## src/hdl/cln_pkg.sv

```systemverilog
// Shared types and constants of the column L2-norm normalizer.
package cln_pkg;

   localparam int MAX_COLUMNS = 64;
   localparam int COL_W       = $clog2(MAX_COLUMNS);
   localparam int NCOL_W      = COL_W + 1;
   localparam int VAL_W       = 32;
   localparam int RES_W       = 33;
   localparam int SUM_W       = 64;
   localparam int STEPS       = 32;
   localparam int STEP_W      = $clog2(STEPS);
   localparam int FIFO_DEPTH  = 4;
   localparam int FIFO_AW     = $clog2(FIFO_DEPTH);

   localparam logic [NCOL_W-1:0] NCOL_RESET = NCOL_W'(16);

   // input action codes
   localparam logic [1:0] ACT_ACC = 2'd0;
   localparam logic [1:0] ACT_FIN = 2'd1;
   localparam logic [1:0] ACT_NRM = 2'd2;

   // result kinds
   localparam logic KIND_ELEM = 1'b0;
   localparam logic KIND_NORM = 1'b1;

   typedef enum logic [1:0] {
      OP_ACC,
      OP_FIN,
      OP_NRM
   } op_type;

   typedef struct packed {
      op_type              op;
      logic [COL_W-1:0]    col;
      logic                neg;
      logic [VAL_W-1:0]    mag;
   } cmd_type;

endpackage

```

## src/hdl/cln_front.sv

```systemverilog
// Front end: column-count register, item filtering and magnitude split.
module cln_front
   import cln_pkg::*;
(
   input  logic                     clock,
   input  logic                     reset,
   input  logic                     csr_wr_en,
   input  logic [NCOL_W-1:0]        csr_wr_data,
   input  logic                     req_push,
   input  logic [1:0]               req_action,
   input  logic [COL_W-1:0]         req_column,
   input  logic signed [VAL_W-1:0]  req_elem_value,
   input  logic                     fifo_full,
   output logic                     fifo_push,
   output cmd_type                  fifo_cmd,
   output logic [NCOL_W-1:0]        ncols
);

   logic [NCOL_W-1:0] ncol_ff;
   logic [NCOL_W-1:0] ncol_in;
   logic              keep;

   always_comb begin
      ncol_in = csr_wr_en ? csr_wr_data : ncol_ff;
   end

   always_ff @(posedge clock) begin
      if (reset) begin
         ncol_ff <= NCOL_RESET;
      end else begin
         ncol_ff <= ncol_in;
      end
   end

   // clamp to 1..MAX_COLUMNS
   always_comb begin
      if (ncol_ff == '0) begin
         ncols = NCOL_W'(1);
      end else if (ncol_ff > NCOL_W'(MAX_COLUMNS)) begin
         ncols = NCOL_W'(MAX_COLUMNS);
      end else begin
         ncols = ncol_ff;
      end
   end

   always_comb begin
      fifo_cmd.col = req_column;
      fifo_cmd.neg = req_elem_value[VAL_W-1];
      fifo_cmd.mag = req_elem_value[VAL_W-1] ? (VAL_W'(0) - VAL_W'(req_elem_value))
                                             : VAL_W'(req_elem_value);
      fifo_cmd.op  = OP_ACC;
      keep         = 1'b0;
      case (req_action)
         ACT_ACC: begin
            fifo_cmd.op = OP_ACC;
            keep        = {1'b0, req_column} < ncols;
         end
         ACT_FIN: begin
            fifo_cmd.op = OP_FIN;
            keep        = 1'b1;
         end
         ACT_NRM: begin
            fifo_cmd.op = OP_NRM;
            keep        = {1'b0, req_column} < ncols;
         end
         default: begin
            keep = 1'b0;
         end
      endcase
      fifo_push = req_push & ~fifo_full & keep;
   end

endmodule

```

## config.mk

```make
export PLATFORM = sky130hd
export DESIGN_NAME = cln_front
export DESIGN_NICKNAME = d
export VERILOG_FILES = /design/src/hdl/cln_pkg.sv /design/src/hdl/cln_front.sv
export SDC_FILE = /design/constraint.sdc
export NUM_CORES = 1
export LEC_CHECK = 0
export ABC_AREA = 1
export ABC_CLOCK_PERIOD_IN_PS = 1640
export BUFFER_PORTS_ARGS = -buffer_cell sky130_fd_sc_hd__clkbuf_2
export CAP_MARGIN = 20
export CORE_MARGIN = 2
export CORE_UTILIZATION = 43
export CTS_CLUSTER_SIZE = 25
export DETAILED_ROUTE_END_ITERATION = 8
export PLACE_DENSITY = 0.91
export SKIP_CTS_REPAIR_TIMING = 1
export SYNTH_ARGS = -nofsm -noshare
export SYNTH_HDL_FRONTEND = slang
export SYNTH_SLANG_ARGS = --single-unit
```

## constraint.sdc

```tcl
create_clock -name clock -period 1.64 [get_ports clock]
set_input_delay 0.082 -clock clock [delete_from_list [all_inputs] [get_ports clock]]
set_output_delay 0.082 -clock clock [all_outputs]
set_load 0.02 [all_outputs]
```

Word-level counts from Yosys, hierarchy flattened
Index checks and enable logic that the tools add are counted.
{"block": "word_totals", "ff_bits": 7, "in_bits": 52, "out_inout_bits": 49, "elab_cells": 17}
{"block": "classes", "n_addsub": 1, "n_lt_le_gt_ge": 2, "n_eq_ne": 2, "n_mux": 5, "bitwise_logic": 3, "n_reduce_logical": 3}
{"op": "2-to-1 mux 32 bit", "n": 1}
{"op": "subtractor 1 x 32 -> 32 bit (first input constant)", "n": 1}
{"op": "2-to-1 mux 7 bit", "n": 2}
{"op": "greater-than comparator 7 bit (second input constant)", "n": 1}
{"op": "zero test 7 bit", "n": 1}
{"op": "less-than comparator 6 x 7 -> 1 bit", "n": 1}
{"op": "one-hot mux 2 bit (2 select lines)", "n": 1}
{"op": "AND 1 bit", "n": 2}
{"op": "equality test 2 x 1 -> 1 bit (second input constant)", "n": 1}
{"op": "equality test 2 bit (second input constant)", "n": 1}
{"op": "zero test 2 bit", "n": 1}
{"op": "one-hot mux 1 bit (2 select lines)", "n": 1}
{"op": "OR reduction 2 bit", "n": 1}
{"op": "inverter 1 bit", "n": 1}

Logic depth before layout (Yosys ltp)
{"block": "logic_depth", "ltp_word": 6, "ltp_mapped": 11, "ltp_nobuf": 11}

Worst setup path after synthesis
No wires, ideal clock.
{"block": "synth_timing", "kind": "flip-flop to output port", "from": "register ncol_ff[6]", "to": "output fifo_push", "arrival_time_ps": 1472, "t_required_ps": 1558, "slack_ps": 86, "path_stages_with_launch": 10, "path_buffers": 0, "path_cell_list": "dfxtp_1 -> inv_2 -> nand2_1 -> o21ai_1 -> nand2_1 -> nand2_1 -> nand2_1 -> nand2_1 -> nand2_1 -> a21oi_1"}
{"block": "synth_via", "elab_chain_cells": 6, "word_cells_on_any_way": 7, "cone_classes": "order compare: 2; mux: 3; bitwise: 1; reduce/logical: 1"}
{"element": "start: declaration", "line": "cln_front.sv:19", "rtl": "logic [NCOL_W-1:0] ncol_ff;"}
{"element": "start signal: assignment", "line": "cln_front.sv:31", "rtl": "ncol_ff <= ncol_in;"}
{"element": "greater-than comparator 7 bit", "line": "cln_front.sv:39", "rtl": "end else if (ncol_ff > NCOL_W'(MAX_COLUMNS)) begin"}
{"element": "2-to-1 mux 7 bit", "line": "cln_front.sv:39"}
{"element": "2-to-1 mux 7 bit *", "line": "cln_front.sv:37", "rtl": "if (ncol_ff == '0) begin"}
{"element": "via ncols[0]", "line": "cln_front.sv:16", "rtl": "output logic [NCOL_W-1:0] ncols"}
{"element": "less-than comparator 6 x 7 -> 1 bit *", "line": "cln_front.sv:56, cln_front.sv:64"}
{"element": "one-hot mux 1 bit (2 select lines) *", "line": "cln_front.sv:53", "rtl": "case (req_action)"}
{"element": "AND 1 bit *", "line": "cln_front.sv:70", "rtl": "fifo_push = req_push & ~fifo_full & keep;"}
{"element": "end: declaration", "line": "cln_front.sv:14", "rtl": "output logic fifo_push,"}
Mark *: on every way through the listed nets, which the timed path passes. The rest lies on a longest branch.

Worst setup path in the final report
{"block": "layout_timing", "from": "register ncol_ff[6]", "to": "output fifo_push"}
{"block": "layout_via", "elab_chain_cells": 6, "word_cells_on_any_way": 7, "cone_classes": "order compare: 2; mux: 3; bitwise: 1; reduce/logical: 1"}
{"element": "greater-than comparator 7 bit", "line": "cln_front.sv:39"}
{"element": "2-to-1 mux 7 bit", "line": "cln_front.sv:39"}
{"element": "2-to-1 mux 7 bit *", "line": "cln_front.sv:37"}
{"element": "less-than comparator 6 x 7 -> 1 bit *", "line": "cln_front.sv:56, cln_front.sv:64"}
{"element": "one-hot mux 1 bit (2 select lines) *", "line": "cln_front.sv:53"}
{"element": "AND 1 bit *", "line": "cln_front.sv:70"}
Every way passes the cells marked *; elsewhere a longest branch is shown, timed or not.

==> metrics.txt <==
status finished, violations left; failing checks negative setup slack; CP dominant cell by count nand2_1; R2R setup slack 0.67 ns; highest net fanout along the worst path 4; synth unique cells 34; Avg Cell Area, Syn between 5 and 6 µm²; top_reg_cell synth dfxtp_1; fin. max-slew vios 0; H-tree depth 1; clk buf depth 2; CTS buffer count 3; start point of the critical path ncol_ff[6]; Slowest-stage cell, CP dfxtp_4; post-DR wirelength/cell around 12 µm; # IOs 101; worst rel slew slack 0.762; max FFs per register 7; R2R depth 4; Die Y between 60 and 70 µm; core area 3420 µm²; vias in the first global route roughly 1800; Netlist Area Pre-Place roughly 1600 µm²; worst min-delay path class input pin to flip-flop; 1st-pass router iterations 4; Post-DRT Antenna Nets 0; CP bufs+invs 2; largest cells by area after synthesis nand2_1 18%, inv_1 10%, xor2_1 10%, nor2_1 9.3%, dfxtp_1 8.9%; P_leak about 1.3 nW; Sink Count 7; RSZ-0062 raised after global routing yes; sequential fraction of the synthesis area 0.0890; Starting Density 0.461; vias roughly 2100; Clk pin slew, worst setup/hold paths about 0.050 ns; DR DRC count 0; fraction of layout cells with a size suffix above 1 0.399; Mapped Nets 340; Setup Skew 0 ns; slowest stage delay, CP roughly 0.4 ns; gr ovfl total 0; critical path type flip-flop to output port; final setup fails 1; NumNets Final 442; top-count cell post-synth nand2_1; critical path required time 1.56 ns; Largest regs ncol_ff: 7 flops; Largest Register ncol_ff; total power 0.00101 W; antenna violations before repair 0; Post-Syn Instances approximately 280; DP Wirelength 4020 µm; area growth from synthesis to layout 46.7%; EDFF count, synth 0; CP arrival between 1.5 and 2 ns; FMAX roughly 590 MHz; Worst-Margin Slew 0.357 ns; cell breakdown of the critical path clkinvlp_4, nand2_1, ha_1, nand2_1, nor2_1, nand2_1, nand2_1, a21oi_2, buf_4; share of synthesized flip-flops with an asynchronous set or reset 0; root buffer cell clkbuf_4; top post-synthesis cells by count 75 x nand2_1, 44 x inv_1, 39 x nor2_1; final hold vios 0; Synth warnings 0; ant diodes 0; Worst Setup EP fifo_push; Initial DRC Count 76; Max-Cap Viols 0; Die Wd approximately 65 µm; Final WS setup -0.0567 ns; Crit path max-delay family flip-flops; critical path launch point type flip-flop; Final Cycle Share 1.03; Crit. End Element output port; maximum vdd ir drop approximately 0.0004 V; largest net degree at the start of global routing 30; post-synthesis register bit count 7; first-pass GRT wire length roughly 7700 µm; min cycle time layout between 1.5 and 2 ns; Routed WL 5140 µm; row cnt 21; drt via density 5.00; critical path depth 9; die area around 4200 µm²; Cell Pwr Density 437 nW/µm²; r2r endpoint ncol_ff[6]; Fin Hold WS about 0.05 ns; GP Congestion 0.872; GRT Overall Usage 0.224; TritonCTS clock tree yes; Buffers on Ports 100; clock latency on the worst-skew pair around 0.25 ns; Synth area leader nand2_1; area share of the largest cell type after synthesis 0.179; RR Startpoint ncol_ff[6]
==> kinds of logic (layout without fill, tap and decap cells) <==
| family | Yosys count | after routing | share of synthesized area |
|---|---|---|---|
| flip-flops | 7 | 7 | 0.0890 |
| AND/OR/NAND/NOR | 166 | 167 | 0.509 |
| XOR/XNOR | 19 | 19 | 0.106 |
| adder cells (fa/ha/maj) | 6 | 6 | 0.0477 |
| buffers and inverters | 61 | 161 | 0.166 |
| AO/OA/AOI/OAI | 23 | 23 | 0.0826 |
==> worst min path at each step <==
stage                         from         end  depth (start not counted)
global route        csr_wr_data[4]  ncol_ff[4]                          3
detailed placement  csr_wr_data[4]  ncol_ff[4]                          3
finish              csr_wr_data[4]  ncol_ff[4]                          3
floorplan                csr_wr_en  ncol_ff[4]                          2
global placement    csr_wr_data[4]  ncol_ff[4]                          3
CTS                 csr_wr_data[4]  ncol_ff[4]                          3
==> power breakdown <==
part / switching, W / internal [W] / leakage (nW) / total, W
combinational: 0.000411 / 0.000247 / 1.26 / 0.000658
sequential: 0.0000133 / 0.000182 / 0.0589 / 0.000195
clock: 0.0000630 / 0.0000928 / 0.0150 / 0.000156
==> tightest hold or removal path, cell delays in order <==
cell and delay (ns):
clkbuf_2 0.08, nand2_1 0.04, nand3_1 0.06
==> stage by stage <==
stage	utilization	std cells	instance area (µm²)	setup slack [ns]	setup TNS (ns)
2_1_floorplan	-	282	1580	0.0856	0
3_3_place_gp	0.604	417	2060	0.0862	0
3_5_place_dp	0.604	417	2060	0.0406	0
4_1_cts	0.612	421	2090	-0.198	-0.198
5_1_grt	0.677	429	2310	-0.154	-0.203
6_report	0.677	429	2310	-0.0567	-0.0567
==> layer usage <==
| metal | up-vias | routed length (µm) | global-route usage |
|---|---|---|---|
| met5 | - | 0 | 0 |
| li1 | 1078 | - | - |
| met1 | 957 | 2120 | 0.295 |
| met3 | 12 | 300 | 0.0191 |
| met2 | 99 | 2600 | 0.397 |
| met4 | 0 | 112 | 0.0505 |
==> cell usage in the layout, fill, tap and decap left out, types with 2 or more instances in the layout <==
cell type  instances
o21ai_1            4
dfxtp_1            6
o21ai_2            2
nand3_4            2
ha_4               5
nand2_2            7
clkbuf_2          92
nand2_1           72
inv_2              3
o21ai_0            7
nand3_1           16
nand2_4            2
buf_4              9
buf_6              5
nor3_1             4
nor2_4             3
nor2_1            39
clkbuf_4           3
nand4_1           10
inv_4              2
xor2_1            18
nor2_2             3
a21oi_2            3
inv_1             42
a21oi_1            5
nand3_2            2
==> cell type report <==
class	instances	area [µm²]
clock buffers	4	26.3
fillers	316	1100
inverters	49	194
multi-input cells	215	1290
flip-flops and latches	7	144
well taps	46	57.6
repair buffers	107	589
repair inverters	1	7.51
(Power assumes the default switching activity.)
