===== src/hdl/cln_pkg.sv =====
// Shared types and constants of the column L2-norm normalizer.
package cln_pkg;

   localparam int MAX_COLUMNS = 64;
   localparam int COL_W       = $clog2(MAX_COLUMNS);
   localparam int NCOL_W      = COL_W + 1;
   localparam int VAL_W       = 32;
   localparam int RES_W       = 33;
   localparam int SUM_W       = 64;
   localparam int STEPS       = 32;
   localparam int STEP_W      = $clog2(STEPS);
   localparam int FIFO_DEPTH  = 4;
   localparam int FIFO_AW     = $clog2(FIFO_DEPTH);

   localparam logic [NCOL_W-1:0] NCOL_RESET = NCOL_W'(16);

   // input action codes
   localparam logic [1:0] ACT_ACC = 2'd0;
   localparam logic [1:0] ACT_FIN = 2'd1;
   localparam logic [1:0] ACT_NRM = 2'd2;

   // result kinds
   localparam logic KIND_ELEM = 1'b0;
   localparam logic KIND_NORM = 1'b1;

   typedef enum logic [1:0] {
      OP_ACC,
      OP_FIN,
      OP_NRM
   } op_type;

   typedef struct packed {
      op_type              op;
      logic [COL_W-1:0]    col;
      logic                neg;
      logic [VAL_W-1:0]    mag;
   } cmd_type;

endpackage


===== src/hdl/cln_fifo.sv =====
// Short command queue between front and back end.
module cln_fifo
   import cln_pkg::*;
(
   input  logic    clock,
   input  logic    reset,
   input  logic    push,
   input  cmd_type push_cmd,
   output logic    full,
   input  logic    pop,
   output cmd_type head,
   output logic    empty
);

   cmd_type               slot_ff [FIFO_DEPTH];
   logic [FIFO_AW-1:0]    wptr_ff, wptr_in;
   logic [FIFO_AW-1:0]    rptr_ff, rptr_in;
   logic [FIFO_AW:0]      cnt_ff, cnt_in;
   logic                  do_push, do_pop;

   always_comb begin
      full    = cnt_ff == (FIFO_AW+1)'(FIFO_DEPTH);
      empty   = cnt_ff == '0;
      do_push = push & ~full;
      do_pop  = pop & ~empty;
      head    = slot_ff[rptr_ff];
      wptr_in = do_push ? wptr_ff + 1'b1 : wptr_ff;
      rptr_in = do_pop ? rptr_ff + 1'b1 : rptr_ff;
      cnt_in  = cnt_ff + (FIFO_AW+1)'(do_push) - (FIFO_AW+1)'(do_pop);
   end

   always_ff @(posedge clock) begin
      if (reset) begin
         wptr_ff <= '0;
         rptr_ff <= '0;
         cnt_ff  <= '0;
      end else begin
         wptr_ff <= wptr_in;
         rptr_ff <= rptr_in;
         cnt_ff  <= cnt_in;
      end
   end

   always_ff @(posedge clock) begin
      if (do_push) begin
         slot_ff[wptr_ff] <= push_cmd;
      end
   end

endmodule


===== config.mk =====
export PLATFORM = sky130hd
export DESIGN_NAME = cln_fifo
export DESIGN_NICKNAME = d
export VERILOG_FILES = /design/src/hdl/cln_pkg.sv /design/src/hdl/cln_fifo.sv
export SDC_FILE = /design/constraint.sdc
export NUM_CORES = 1
export LEC_CHECK = 0
export ABC_AREA = 1
export BUFFER_PORTS_ARGS = -buffer_cell sky130_fd_sc_hd__buf_2
export CAP_MARGIN = 20
export CORE_MARGIN = 2
export CORE_UTILIZATION = 30
export CTS_CLUSTER_SIZE = 25
export DETAILED_ROUTE_END_ITERATION = 6
export GPL_TIMING_DRIVEN = 0
export PLACE_DENSITY_LB_ADDON = 0.05
export SLEW_MARGIN = 20
export SYNTH_ARGS = -nofsm -noshare
export SYNTH_HDL_FRONTEND = slang
export SYNTH_SLANG_ARGS = --single-unit
export TNS_END_PERCENT = 5

===== constraint.sdc =====
create_clock -name clock -period 4 [get_ports clock]
set_input_delay 0.4 -clock clock [delete_from_list [all_inputs] [get_ports clock]]
set_output_delay 0.4 -clock clock [all_outputs]
set_load 0.005 [all_outputs]

======== Word level (Yosys, flattened, before mapping) ========
Memories as Yosys holds them, arrays and structs flattened. A register that Yosys moved wholly into a read port is not among the register bits.
Index checks and enable logic that the tools add are counted.
cells by class
  $add $sub $neg .......................... 4
  multiply operators ...................... 0
  divide/modulo/power cells ............... 0
  $lt $le $gt $ge ......................... 0
  equal/unequal tests ..................... 1
  shift operators ......................... 0
  muxes and demuxes ....................... 4
  bitwise logic cells ..................... 4
  reductions and logical operators ........ 1
operators by type and width
  operator                                     number
  adder 2 x 1 -> 2 bit, second input constant  2
  2-to-1 mux 2 bit                             2
  adder 3 x 1 -> 3 bit                         1
  equality test 3 bit, second input constant   1
  zero test 3 bit                              1
  subtractor 3 x 1 -> 3 bit                    1
  AND 1 bit                                    2
  2-to-1 mux 1 bit                             2
  inverter 1 bit                               2
storage, ports and cells
  flip-flop bits (word level) ............. 7
  latch bits .............................. 0
  memory bits (writable) .................. 164
  memory bits (read-only) ................. 0
  output and inout bits ................... 43
  word-level logic and storage cells ...... 18
  memories ................................ 1
memories
  name     depth  bits a word  read ports  clocked after Yosys merged registers in  write ports  line            text
  slot_ff  4      41           1           1                                        1            cln_fifo.sv:15  cmd_type slot_ff [FIFO_DEPTH];

======== Logic depth before layout (Yosys ltp) ========
Gate-level depths: netlist (run 1).
  depth after elaboration ................. 5
  mapped depth ............................ 11
  depth with buffers taken out ............ 11

======== Worst setup path before layout (run 1) ========
Ideal clock, no wire load.
  path kind ............................... reg-to-reg
  start ................................... reg cnt_ff[1]
  end ..................................... mem slot_ff[0][0] (netlist bit), enable pin
  setup time .............................. 0.439 ns
  data arrival time ....................... 2.382 ns
  required time ........................... 3.561 ns
  path slack .............................. 1.179 ns
  cell stages (with the launch flop) ...... 5
  path buffers ............................ 0
  clock period less this slack ............ 2.821 ns
  cells stage by stage .................... dfxtp_1 nor2_1 nand2_1 nand2_1 nor2_1
between the ends
  longest elaborated chain between the ends .. 5
RTL lines
  what                                    line            text
  start, declared                         cln_fifo.sv:18  logic [FIFO_AW:0] cnt_ff, cnt_in;
  start signal, assigned                  cln_fifo.sv:40  cnt_ff <= cnt_in;
  equality test 3 bit                     cln_fifo.sv:22  full = cnt_ff == (FIFO_AW+1)'(FIFO_DEPTH);
  inverter 1 bit                          cln_fifo.sv:24  do_push = push & ~full;
  AND 1 bit                               cln_fifo.sv:24
  2-to-1 mux 1 bit                        cln_fifo.sv:45  if (do_push) begin
  2-to-1 mux 1 bit (not written as such)  cln_fifo.sv:46  slot_ff[wptr_ff] <= push_cmd;
  end, declared                           cln_fifo.sv:15
No other way between the ends.

======== Worst setup path in the final report (run 1) ========
  start ................................... reg cnt_ff[1]
  end ..................................... reg cnt_ff[2]
between the ends
  longest elaborated chain between the ends .. 5
  elaborated cells between the ends (all ways) .. 8
  classes of those cells .................. 2 x add/sub; 1 x eq/ne; 4 x bitwise; 1 x reduce/logical
RTL lines
  what                         line            text
  equality test 3 bit          cln_fifo.sv:22
  inverter 1 bit               cln_fifo.sv:24
  AND 1 bit                    cln_fifo.sv:24
  adder 3 x 1 -> 3 bit         cln_fifo.sv:29  cnt_in = cnt_ff + (FIFO_AW+1)'(do_push) - (FIFO_AW+1)'(do_pop);
  subtractor 3 x 1 -> 3 bit *  cln_fifo.sv:29
Every way passes the cells marked *; elsewhere a longest branch is shown, timed or not.
A chain may end at the register's enable or synchronous reset.

==> key figures, run 1 <==
Pwr
  – Maximum vdd drop: 0.0002752 V
  – Cell leakage power: about 0.0029 µW
  – Power per cell area: 626.2 nW/µm²

GRT
  – Initial antenna violation count: 2
  – Overflow left after global routing: 0
  – Wire length of the first global-routing pass: 24560 µm
  – Vias in the first global route: 4117
  – Largest net degree at the start of global routing: 21
  – Tot GR Track Use: 0.1421

Die
  – Die area: 23060 µm²
  – IO Pins: around 90
  – CORE AREA: 21620 µm²
  – Chip Width: 151.9 µm
  – Row count: 54
  – Starting Density: 0.3034
  – Die height: roughly 150 µm

Yosys
  – Cell taking the most area after synthesis: edfxtp_1
  – Register area share after synthesis: 0.7783
  – Top cell type's share of synthesized area: 0.7509
  – Seq cells post-synth: 173
  – Count of different cell masters after synthesis: 16
  – Post-synth ARST share: 0
  – Most common cell in the synthesized netlist: edfxtp_1
  – Synth Flop Type: edfxtp_1
  – Avg Cell Area, Syn: around 14 µm²
  – Area contributors post-synth: edfxtp_1, nor2_1, o22ai_1
  – EDFF count, synth: 164
  – Yosys warnings: 0
  – Syn Inst Count: 465
  – Synthesized area: between 6000 and 7000 µm²
  – Syn nets: 517
  – Most frequent cells after synthesis: edfxtp_1, nor2_1, o21ai_1

Cells and area
  – Synth-to-layout area growth: 25.05%
  – Final core utilization: 0.3793
  – Layout cells sized above 1: 0.2681
  – Fillers: 2093
  – Nets: approximately 630

Placement
  – Post-detail-place hpwl: between 10000 and 15000 µm
  – GPL Wtd Cong: 0.6988
  – IO Port Bufs: 87
  – Pre-CTS setup slack: 1816 ps

Outcome
  – Status: finished, final reports clean

CTS
  – Hold-fix buffers at CTS: 0
  – H-tree levels: 4
  – Max Root-Sink Buffers: 2
  – Reg clk slew, reported paths: 70 ps
  – CTS tree: yes
  – CTS-repair resized insts: 0
  – Clock Latency Late Sink: roughly 420 ps
  – Clk sink count: about 170
  – CTS root buffer: clkbuf_16
  – Number of post-CTS setup repair buffers: 0
  – Cts bufs inserted: 17

Min path
  – Worst hold path stage count: 2
  – Worst hold path endpoint: cnt_ff[0]
  – Worst hold path startpoint: reset
  – Worst min path class: input pin to flip-flop

Worst setup path
  – Worst reg2reg path startpoint: cnt_ff[1]
  – Crit end category: flip-flop
  – Cells along the critical path: nor2_1, nand2_1, nand2_1, ha_1, inv_1, ha_1, fa_1, a21oi_1, nor2_1
  – FF-to-FF End: cnt_ff[2]
  – CP max-delay cell: fa_1
  – Critical path launch point type: flip-flop
  – R2R setup slack: around 1800 ps
  – Worst Path Arrival: approximately 2500 ps
  – Slowest Stage Delay on Critical Path: 390 ps
  – Setup CP Type: flip-flop to flip-flop
  – CP max FO: 6
  – Critical Path RT: roughly 4300 ps
  – R2R cell count: 9

Drt
  – Via count: roughly 4.0k
  – Via/cell ratio: between 4 and 5
  – Total iterations of the first detailed-routing run: 4
  – Post-route ant nets: 0
  – Initial DRC count: 205
  – DR DRC count: 0
  – DRT Wirelength: 16050 µm
  – Drt wl/cell: 18.36 µm

Timing
  – Skew final: about 10 ps
  – Final setup viols: 0
  – Fmax: around 460 MHz
  – Unrepaired setup endpoints after global routing: no
  – Final cycle utilization of the critical path: 0.5439
  – Max Transition Viols Final: 0
  – Final Critical Period: ~2200 ps
  – Hold WS: between 150 and 200 ps
  – Slew margin rel.: 0.6285
  – Fin. Hold Viols: 0
  – Final WS setup: 1825 ps
  – Worst slew pin tran: approximately 560 ps

Job
  – Max-cap viol count: 0
==> metal layers <==
metal | track usage | up-vias | part of all wire
li1 | - | 1947 | -
met1 | 0.1816 | 1995 | 0.45
met2 | 0.2364 | 76 | 0.50
met3 | 0.04107 | 7 | 0.046
met4 | 0.04005 | 2 | 0.0060
met5 | 0 | - | 0.00081
==> cells by family (layout without fill, tap and decap cells) <==
logic type                 Yosys count  in the layout  synth area share
DFF                                173            173            0.7783
AOI/OAI and AO/OA                  128            128            0.1055
and+or+nand+nor                    112            112           0.06486
buffers and inverters               45            173           0.03682
adders and majority gates            7              7           0.01450
other                                0              1                 0
==> power by group <==
part           total [µW]  leakage, µW  switching (µW)  internal [µW]
sequential           2260      0.00158            53.0           2200
clock                1610     0.000283             704            906
combinational        1270      0.00108             786            484
total                5140      0.00294            1540           3590
==> stage by stage <==
| stage | std cells | instance area [µm²] | power, µW | TNS [ps] |
|---|---|---|---|---|
| 3_3_place_gp | 832 | 7345 | 3512 | -120030 |
| 3_5_place_dp | 841 | 7615 | 3609 | 0 |
| 4_1_cts | 873 | 8199 | 5232 | 0 |
| 2_1_floorplan | 465 | 6559 | 2954 | 0 |
| 6_report | 874 | 8202 | 5136 | 0 |
| 5_1_grt | 873 | 8199 | 5438 | 0 |
==> worst max-delay path by stage <==
stage               from              to  slack, ps  cells past startpoint
2_1_floorplan  cnt_ff[1]   slot_ff[0][0]       1180                      4
6_report       cnt_ff[1]       cnt_ff[2]       1820                      9
5_1_grt        cnt_ff[1]       cnt_ff[2]       1590                     10
3_5_place_dp   cnt_ff[1]       cnt_ff[2]       1820                      9
4_1_cts        cnt_ff[1]       cnt_ff[2]       1800                      9
3_3_place_gp   cnt_ff[1]  slot_ff[0][24]       -860                      4
==> registers in the layout (all words and copies together), names as in the netlist, named ones only <==
signal / count
slot_ff: 164
cnt_ff: 3
rptr_ff: 2
wptr_ff: 2
==> critical path: cells and delay by family (launching register included) <==
kind	cells	cell delay (ps)
adders and majority gates	3	960
and+or+nand+nor	4	570
DFF	1	360
AOI/OAI and AO/OA	1	140
buffers and inverters	1	40
==> placed cells by master (no fill, tap or decap), types with 6 or more instances in the layout <==
| master | n |
|---|---|
| o22ai_1 | 41 |
| ha_1 | 6 |
| dfxtp_1 | 9 |
| o21ai_1 | 47 |
| edfxtp_1 | 164 |
| buf_16 | 8 |
| nand2_1 | 12 |
| o21ai_0 | 35 |
| nor2_1 | 92 |
| buf_2 | 103 |
| clkbuf_16 | 17 |
| inv_1 | 18 |
==> area by class of cell <==
cell class                 instances  area, µm²  share of cell area
sequential                       173       5105              0.6224
clock buffer                      19      452.9             0.05522
tap                              280      350.3             0.04272
antenna                            1      2.502           0.0003051
clock inverter                    13      131.4             0.01602
inverter                          20      75.07            0.009153
multi-input combinational        247       1242              0.1515
buffer                            25      166.4             0.02029
timing repair buffer              96      675.6             0.08238
Power figures use the tool's default switching activity.
==> run 2, diff against run 1 <==
--- a/config.mk
+++ b/config.mk
@@ -5,7 +5,7 @@
 export SDC_FILE = /design/constraint.sdc
 export NUM_CORES = 1
 export LEC_CHECK = 0
-export ABC_AREA = 1
+export ABC_AREA = 0
 export BUFFER_PORTS_ARGS = -buffer_cell sky130_fd_sc_hd__buf_2
 export CAP_MARGIN = 20
 export CORE_MARGIN = 2
==> constraint.sdc (replaced) <==
create_clock -name clock -period 2 [get_ports clock]
set_input_delay 0.2 -clock clock [delete_from_list [all_inputs] [get_ports clock]]
set_output_delay 0.2 -clock clock [all_outputs]
set_load 0.005 [all_outputs]
==> key figures, run 2 <==
Cells and area
  – Ant diodes: 0 (was 1)
  – Final std cells w/o fill: 704 (was 874)
  – Layout cells sized above 1: 0.4336 (was 0.2681)
  – Max reg flops: 164 (unchanged)
  – Most common cell after layout, fill and taps aside: edfxtp_1 (unchanged)
  – Synth-to-layout area growth: 30.85% (was 25.05%)
  – Nets: 471 (was 632)
  – Most frequent cells in the layout: edfxtp_1, buf_2, dlygate4sd3_1 (was edfxtp_1, buf_2, nor2_1)
  – Top reg by flops: slot_ff (unchanged)
  – Largest regs: slot_ff x164, cnt_ff x3 (unchanged)

Job
  – Max-cap viol count: 0 (unchanged)

Drt
  – Total iterations of the first detailed-routing run: 5 (was 4)
  – DR DRC count: 0 (unchanged)
  – Drt wl/cell: 18.05 µm (was 18.36 µm)
  – Initial DRC count: 160 (was 205)
  – Via/cell ratio: 4.419 (was 4.608)
  – Post-route ant nets: 0 (unchanged)
  – DRT Wirelength: 12710 µm (was 16050 µm)
  – Via count: 3111 (was 4027)

Yosys
  – Synthesized area: 6449 µm² (was 6559 µm²)
  – Yosys warnings: 0 (unchanged)
  – Most frequent cells after synthesis: edfxtp_1, mux4_2, dfxtp_1 (was edfxtp_1, nor2_1, o21ai_1)
  – Synth Flop Type: edfxtp_1 (unchanged)
  – Most common cell in the synthesized netlist: edfxtp_1 (unchanged)
  – Avg Cell Area, Syn: 24.24 µm² (was 14.10 µm²)
  – EDFF count, synth: 164 (unchanged)
  – Post-synth ARST share: 0 (unchanged)
  – Seq cells post-synth: 173 (unchanged)
  – Area contributors post-synth: edfxtp_1, mux4_2, dfxtp_1 (was edfxtp_1, nor2_1, o22ai_1)
  – Cell taking the most area after synthesis: edfxtp_1 (unchanged)
  – Syn Inst Count: 266 (was 465)
  – Top cell type's share of synthesized area: 0.7637 (was 0.7509)
  – Register area share after synthesis: 0.7916 (was 0.7783)
  – Count of different cell masters after synthesis: 26 (was 16)
  – Syn nets: 318 (was 517)

Timing
  – Unrepaired setup endpoints after global routing: yes (was no)
  – Max Transition Viols Final: 0 (unchanged)
  – Final cycle utilization of the critical path: 0.9791 (was 0.5439)
  – Skew final: 9.434 ps (was 9.837 ps)
  – Worst slew pin tran: 711.1 ps (was 556.0 ps)
  – Final setup viols: 0 (unchanged)
  – Slew margin rel.: 0.5259 (was 0.6285)
  – Final Critical Period: 1958 ps (was 2175 ps)
  – Fin. Hold Viols: 0 (unchanged)
  – Fmax: 510.7 MHz (was 459.7 MHz)
  – Hold WS: 166.2 ps (was 158.3 ps)

Pwr
  – Switching share of power: 0.2387 (was 0.3003)
  – Seq pwr share: 0.434 (was 0.439)
  – Comb power frac: 0.227 (was 0.247)
  – Power per cell area: 1226 nW/µm² (was 626.2 nW/µm²)
  – Clock share of power: 0.339 (was 0.313)
  – Maximum vdd drop: 0.0005690 V (was 0.0002752 V)
  – Cell leakage power: 0.002882 µW (was 0.002941 µW)
  – Pint: 7873 µW (was 3594 µW)
  – Switching power: 2469 µW (was 1542 µW)

Worst setup path
  – CP max FO: 4 (was 6)
  – Cells along the critical path: o31ai_4, inv_1, ha_1, inv_1, ha_2, fa_2, xnor2_2, xnor2_1, nor2_1 (was nor2_1, nand2_1, nand2_1, ha_1, inv_1, ha_1, fa_1, a21oi_1, nor2_1)
  – CP max-delay cell: dfxtp_4 (was fa_1)
  – Crit end category: flip-flop (unchanged)
  – Crit-path most repeated cell: inv_1
  – Cell family with most CP delay: adder cells (unchanged)
  – Setup CP Type: flip-flop to flip-flop (unchanged)
  – Worst Path Arrival: 2250 ps (was 2480 ps)
  – Critical Path RT: 2290 ps (was 4310 ps)
  – Crit path buf inv count: 2 (was 1)
  – Slowest Stage Delay on Critical Path: 370 ps (was 390 ps)
  – Critical path launch point type: flip-flop (unchanged)

CTS
  – Reg clk slew, reported paths: 60 ps (was 70 ps)
  – CTS root buffer: clkbuf_16 (unchanged)
  – Cts bufs inserted: 17 (unchanged)
  – Max Root-Sink Buffers: 2 (unchanged)
  – Clock Latency Late Sink: 420 ps (about the same)
  – H-tree levels: 4 (unchanged)
  – Clk sink count: 173 (unchanged)
  – CTS tree: yes (unchanged)

Die
  – Die area: 22680 µm² (was 23060 µm²)
  – IO Pins: 88 (unchanged)
  – Die height: 150.6 µm (was 151.9 µm)
  – Row count: 53 (was 54)
  – Chip Width: 150.6 µm (was 151.9 µm)
  – Starting Density: 0.3058 (was 0.3034)
  – CORE AREA: 21090 µm² (was 21620 µm²)

GRT
  – Largest net degree at the start of global routing: 42 (was 21)
  – Overflow left after global routing: 0 (unchanged)
  – Vias in the first global route: 3260 (was 4117)
  – Tot GR Track Use: 0.1177 (was 0.1421)
  – Initial antenna violation count: 0 (was 2)
  – Wire length of the first global-routing pass: 18890 µm (was 24560 µm)

Placement
  – Post-detail-place hpwl: 7241 µm (was 10140 µm)
  – IO Port Bufs: 86 (was 87)
  – Placed cells: 630 (was 841)
  – GPL Wtd Cong: 0.6464 (was 0.6988)

Outcome
  – Status: finished, final reports clean (unchanged)

Min path
  – Worst min path class: input pin to flip-flop (unchanged)
[run 2: power by group through the flow]
| stage | Combinational, µW | Sequential [µW] | Clock (µW) |
|---|---|---|---|
| finish | 2350 | 4490 | 3510 |
| detailed placement | 2240 | 4540 | 0 |
| CTS | 2340 | 4480 | 3600 |
| global placement | 2170 | 4550 | 0 |
| floorplan | 1390 | 4520 | 0 |
| global route | 2570 | 4520 | 3760 |
[run 2: area by class of cell]
class	instances	area [µm²]
Inverter	8	30.03
Sequential cell	173	5112
Clock buffer	17	425.4
Multi-Input combinational cell	74	1240
Tap cell	275	344.1
Fill cell	1944	12650
Clock inverter	12	195.2
Timing Repair Buffer	134	948.4
Buffer	11	142.6
[run 2: metrics by stage]
step	TNS, ps	util	power, µW	setup WS, ps	area (µm²)
floorplan	-23410	-	5904	-189.5	6450
global placement	-189970	0.3426	6722	-1396	7224
detailed placement	-6096	0.3459	6777	-422.5	7293
CTS	-1960	0.3967	10420	-77.74	8366
global route	-27.28	0.4001	10860	-27.28	8438
finish	0	0.4001	10340	41.85	8438
[run 2: per-layer routing]
metal	global-route usage	routed length, µm	up-vias	part of all wire
met5	0	0	-	0
met2	0.1848	6171	68	0.49
met3	0.03061	450	16	0.035
li1	-	-	1412	-
met4	0.04907	170	0	0.013
met1	0.1557	5917	1615	0.47
[run 2: final timing paths]
| path | from | endpoint | slack [ps] | cells past startpoint |
|---|---|---|---|---|
| worst max register to register | cnt_ff[2] | cnt_ff[2] | 40 | 9 |
| worst max-delay path | cnt_ff[2] | cnt_ff[2] | 40 | 9 |
| worst min-delay path | reset | rptr_ff[0] | 170 | 2 |
| worst min register to register | rptr_ff[1] | rptr_ff[1] | 510 | 2 |
[run 2: cell families (layout without fill, tap and decap cells)]
kind of cell / Yosys count / count (layout) / share of synthesized area
XOR/XNOR: 3 / 3 / 0.004075
adder cells (fa/ha/maj): 7 / 7 / 0.01475
multiplexers: 42 / 42 / 0.1453
AND/OR/NAND/NOR: 17 / 17 / 0.01610
AO/OA/AOI/OAI: 5 / 5 / 0.005044
buffers and inverters: 19 / 182 / 0.02309
flip-flops: 173 / 173 / 0.7916
[run 2: what timing repair did]
item / in CTS / in global routing
cloned: 0 / 1
setup endpoints to repair: 147 / 41
setup buffers: 2 / 1
hold endpoints to repair: 164 / 0
pin swaps: 1 / 1
resized for setup: 7 / 18
hold buffers: 41 / 0
